$ cat src/hdl/sop_pkg.sv
// Shared types and constants for the set-of-stacks block.
// No dependencies; every other file refers to it by scoped names.
package sop_pkg;

  localparam int DATA_W   = 32;
  localparam int CAP_W    = 7;
  localparam int ACTION_W = 2;
  localparam int SIDX_W   = 6;
  localparam int COUNT_W  = 7;
  // Wide enough for stack_index * capacity + capacity - 1 and any count.
  localparam int CALC_W   = 14;
  localparam logic [CAP_W-1:0] CAP_RESET = 7'd3;

  typedef enum logic [ACTION_W-1:0] {
    ACT_PUSH   = 2'd0,
    ACT_POP    = 2'd1,
    ACT_POP_AT = 2'd2
  } action_t;

  typedef enum logic [1:0] {
    ST_OK        = 2'd0,
    ST_EMPTY     = 2'd1,
    ST_FULL      = 2'd2,
    ST_BAD_INDEX = 2'd3
  } status_t;

  typedef enum logic [1:0] {
    CC_HOLD,
    CC_PUSH,
    CC_POP,
    CC_SWAP
  } cell_cmd_t;

  typedef enum logic [1:0] {
    S_IDLE,
    S_SWAP,
    S_FINISH
  } state_t;

endpackage

$ cat src/hdl/sop_cell.sv
// One storage cell of the stack row; trades its value with its neighbors.
// Depends on sop_pkg for the cell command type and data width.
module sop_cell #(
  parameter int IW    = 6,
  parameter int INDEX = 0
) (
  input  logic                          clk,
  input  sop_pkg::cell_cmd_t            cmd,
  input  logic [IW-1:0]                 swap_pos,
  input  logic [sop_pkg::DATA_W-1:0]    left,
  input  logic [sop_pkg::DATA_W-1:0]    right,
  output logic [sop_pkg::DATA_W-1:0]    value
);

  logic is_hi;
  logic is_lo;

  assign is_hi = ({1'b0, swap_pos} == (IW+1)'(INDEX));
  assign is_lo = ({1'b0, swap_pos} == (IW+1)'(INDEX + 1));

  always_ff @(posedge clk) begin
    unique case (cmd)
      sop_pkg::CC_PUSH: value <= left;
      sop_pkg::CC_POP:  value <= right;
      sop_pkg::CC_SWAP: begin
        if (is_hi) begin
          value <= left;
        end else if (is_lo) begin
          value <= right;
        end
      end
      default: ;
    endcase
  end

endmodule
$ cat config.mk
export PLATFORM = sky130hd
export DESIGN_NAME = sop_cell
export DESIGN_NICKNAME = d
export VERILOG_FILES = /design/src/hdl/sop_pkg.sv /design/src/hdl/sop_cell.sv
export SDC_FILE = /design/constraint.sdc
export NUM_CORES = 1
export LEC_CHECK = 0
export BUFFER_PORTS_ARGS = -buffer_cell sky130_fd_sc_hd__buf_4
export CAP_MARGIN = 5
export CORE_ASPECT_RATIO = 1.4
export CORE_MARGIN = 8
export CORE_UTILIZATION = 50
export CTS_BUF_LIST = sky130_fd_sc_hd__clkbuf_2 sky130_fd_sc_hd__clkbuf_4 sky130_fd_sc_hd__clkbuf_8
export DETAILED_ROUTE_END_ITERATION = 16
export PLACE_DENSITY = 0.9
export SLEW_MARGIN = 5
export SYNTH_ARGS = -nofsm -noshare
export SYNTH_HDL_FRONTEND = slang
export SYNTH_SLANG_ARGS = --single-unit
$ cat constraint.sdc
create_clock -name clk -period 7 [get_ports clk]
set_input_delay 0.7 -clock clk [delete_from_list [all_inputs] [get_ports clk]]
set_output_delay 0.7 -clock clk [all_outputs]
set_load 0.05 [all_outputs]
* Word-level counts from Yosys, hierarchy flattened
Cells that the tools add are included.
** Operators by class
- $add $sub $neg :: 0
- $mul :: 0
- Div/mod/pow operators :: 0
- $lt $le $gt $ge :: 0
- Eq/ne operators :: 5
- Shifts and indexed selects :: 0
- Multiplexer cells :: 3
- Bitwise logic cells :: 0
- Reduce and logical (&&, ||, !) cells :: 3
** Operators by type and width (count)
- case mux 32 bit (3 select lines) :: 1
- two-way mux 32 bit :: 2
- equality test 6 x 1 -> 1 bit (second input constant) :: 1
- zero test 6 bit :: 1
- equality test 2 bit (second input constant) :: 2
- inequality test 3 bit (second input constant) :: 1
- nonzero test 3 bit :: 1
- equality test 2 x 1 -> 1 bit (second input constant) :: 1
- AND reduction 2 bit :: 1
** Word-level totals
- Register bits :: 32
- Latch bits :: 0
- RAM bits :: 0
- Bits in read-only memories :: 0
- Input bits :: 73
- Output and inout bits :: 32
- Word-level logic and storage cells :: 12
- Memories kept :: 0

* Logic depth before layout (Yosys ltp)
- Depth after elaboration :: 4
- Mapped depth :: 7
- Depth with buffers taken out :: 5

* Worst setup path after synthesis
Ideal clock, no wire load.
- Path type :: input port to flip-flop
- Start :: input cmd[0]
- End :: register value[0] in the netlist's numbering, enable pin
- Arrival :: 2760 ps
- Required time :: 6575 ps
- Path slack :: 3815 ps
- Stages :: 4
- Cell sequence :: ha_1 > buf_2 > buf_1 > o21ai_1
** On the way
- Word-level cells in the longest chain between the ends :: 3
** RTL lines
- start: declaration :: RTL line sop_cell.sv:8 : input sop_pkg::cell_cmd_t cmd,
- equality test 2 bit or equality test 2 x 1 -> 1 bit (tied branches) :: RTL line sop_cell.sv:22 : unique case (cmd)
- inequality test 3 bit (no source line) or nonzero test 3 bit (tied branches)
- AND reduction 2 bit (no source line) (*)
- end signal: assignment :: RTL line sop_cell.sv:23 : sop_pkg::CC_PUSH: value <= left;
- end signal: assignment :: RTL line sop_cell.sv:24 : sop_pkg::CC_POP: value <= right;
- end signal: assignment :: RTL line sop_cell.sv:27 : value <= left;
- end: declaration :: RTL line sop_cell.sv:12 : output logic [sop_pkg::DATA_W-1:0] value
Every way passes the cells marked *; elsewhere a longest branch is shown, timed or not.
A chain may end at the register's enable or synchronous reset.

* Final worst setup path
- Start :: input cmd[0]
- End :: register value[4] in the netlist's numbering, data pin
** On the way
- Word-level cells in the longest chain between the ends :: 2
** RTL lines (RTL line)
- equality test 2 bit or equality test 2 x 1 -> 1 bit (tied branches) :: sop_cell.sv:22
- case mux 32 bit (3 select lines) (*) :: sop_cell.sv:22
Marked as above.

==> metrics.md <==
| Metric | Value |
|---|---|
| Crit path required time | 7090 ps |
| Highest metal used | met4 |
| Worst-case clock buffer depth | 2 |
| Wire length on met3 | around 590 um |
| WL met2 | between 3000 and 4000 um |
| Register area share after synthesis | 0.4939 |
| Layout area overhead | 43.60% |
| Biggest register | value |
| Pre-antenna DRT Iters | 6 |
| Initial drt markers | 180 |
| Worst Setup SP | cmd[0] |
| # diodes | 0 |
| Via density | 6.512 |
| Crit start category | primary input |
| Final wirelength | between 6000 and 7000 um |
| Sw Ratio | 0.3676 |
| Routability Congestion | ~0.78 |
| CTS tree | done |
| Gate Count Post-Synth | between 150 and 200 |
| Die X | a little under 70 um |
| Gr usage total | 0.2022 |
| RSZ-0062 raised after global routing | false |
| Vias | between 2k and 2.5k |
| Util after Layout | 0.7255 |
| Leak pwr | approximately 1.1 nW |
| Hold_buf cts | 0 |
| CTS Sinks | 32 |
| Max_cap viols | 0 |
| Number of flip-flops in the largest register | 32 |
| Die height | 89.81 um |
| #FFs+latches synth | 32 |
| Total power | 635.9 uW |
| YS warnings | 0 |
| Cts bufs inserted | 5 |
| CP Capture Type | flop |
| CTS clock-pin slew for the worst setup and hold paths | ~70 ps |
| Overflow after GRT | 0 |
| Hold Slack | 741.9 ps |
| Critical Path Fanout Max | 33 |
| Final min period | approximately 2900 ps |
| PortBufs | roughly 100 |
| Status | completed |
| I/O pin total | about 110 |
| Slew HR | 0.1273 |
| Mapped Nets | approximately 270 |
| CP arrival | 3000 ps |
| Clock share of power | 0.225 |
| HPWL Detailed | around 4500 um |
| Worst Tran Pin Value | 1308 ps |
| First-pass GRT wire length | slightly below 10,000 um |
| Row count | 27 |
| Sw Pwr | ~230 uW |
| Final nets | 357 |
| Initial antenna violation count | 0 |
| Worst Setup EP | value[4] |
| Vias in the first global route | between 2k and 2.5k |
| Biggest regs | value: 32 flops |
| Comb pwr share | 0.371 |
| CORE AREA | 3851 um2 |
| Part of the power in registers | 0.403 |
| CTS root buf | clkbuf_8 |
| Fin. max-slew vios | 0 |
| Post-synthesis cell type count | 16 |
| Pwr dens | between 200 and 250 nW/um2 |
| Count of final hold-check violations | 0 |
| H-tree depth | 2 |
| Met1 wire length | roughly 2200 um |
| DP Area | 2706 um2 |
| Mean post-synth cell area | around 10 um2 |
| Setup Crit Path Kind | primary input to flop |
| Resized cells post-CTS | 0 |
| Setup TNS Final | 0 ps |
| Average wire per standard cell | between 20 and 25 um |
| Internal power | 402.1 uW |
| Largest net degree at the start of global routing | 68 |
| Fraction of layout cells with a size suffix above 1 | 0.4170 |
| DR DRC count | 0 |
| Initial core utilization | 0.5052 |
| Cell area after synthesis | roughly 1900 um2 |
| Min-delay worst type | primary input to flop |
| Fmax | between 300 and 400 MHz |
| Postcts setup bufs | 0 |
| Antenna-violating nets left | 0 |
| Period utilisation layout | 0.4148 |
| Final number of setup-violating endpoints | 0 |
| Die area | ~6200 um2 |
| Worst VDD drop | roughly 0.18 mV |
| Finished Cell Area | ~2800 um2 |
## per-layer routing
| layer | GRT usage | up-vias |
|---|---|---|
| li1 | - | 963 |
| met1 | 0.2234 | 990 |
| met2 | 0.3416 | 148 |
| met3 | 0.04720 | 22 |
| met4 | 0.09916 | 0 |
| met5 | 0 | - |
## kinds of logic (layout without fill, tap and decap cells)
family          Yosys count  count (layout)  synth area share
buf+inv                  25             115           0.05723
compound gates           65              65            0.2495
flops                    32              32            0.4939
simple gates             69              69            0.1865
fa+ha+maj                 2               2           0.01286
## per-stage QoR
step	instances	setup slack [ps]
after global placement	318	3901
after floorplan	193	3815
final	326	4096
after CTS	326	4172
after global routing	326	3884
after detailed placement	318	3875
## cell type report
cell class / count / area, um2
clock buffer: 7 / 83.83
clock inverter: 1 / 3.754
fill: 285 / 1057
inverter: 1 / 3.754
multi-input combinational: 136 / 892.1
sequential: 32 / 960.9
tap: 43 / 53.80
timing repair buffer: 106 / 795.8
## synth_stat cells
cell	count	area (um2)
a22oi_1	32	240.2
and2_1	1	6.260
buf_1	1	3.750
buf_2	5	25.02
buf_4	3	22.52
clkbuf_1	15	56.30
edfxtp_1	32	960.9
ha_1	2	25.02
inv_1	1	3.750
nand2_1	32	120.1
nand3b_1	1	7.510
nand4_1	32	200.2
nor2_1	2	7.510
nor4_4	1	21.27
o211ai_1	32	240.2
o21ai_1	1	5.000
## cell usage in the layout (no fill, tap or decap)
cell type,Yosys,layout
nand3b_1,1,1
clkbuf_8,0,5
nor2_2,0,2
ha_2,0,1
buf_4,3,106
clkinv_1,0,1
o21ai_4,0,1
inv_1,1,1
ha_1,2,1
a22oi_1,32,32
clkbuf_4,0,2
edfxtp_1,32,32
nand2_1,32,32
nor4_4,1,1
o211ai_1,32,32
nand4_1,32,32
and2_1,1,1
## how the worst min path moves through the flow
| stage | from | to | slack [ps] | cells after the start |
|---|---|---|---|---|
| finish | left[7] | value[7] | 740 | 3 |
| global route | left[9] | value[9] | 740 | 3 |
| CTS | left[18] | value[18] | 740 | 3 |
| detailed placement | left[7] | value[7] | 1030 | 3 |
| global placement | left[28] | value[28] | 1020 | 3 |
| floorplan | left[0] | value[0] | 930 | 2 |
## power groups by stage
stage	Clock, mW	Combinational, mW	Sequential (mW)
2_1_floorplan	0	0.0449	0.358
6_report	0.143	0.236	0.256
3_5_place_dp	0	0.236	0.260
5_1_grt	0.152	0.247	0.258
3_3_place_gp	0	0.232	0.259
4_1_cts	0.144	0.236	0.256
## critical path, cell delays in order
cell      delay [ps]
buf_4             80
inv_1             30
ha_1             600
nor2_2          1180
a22oi_1          190
o211ai_1         200
Note: power is estimated with default switching activity, not from simulation.
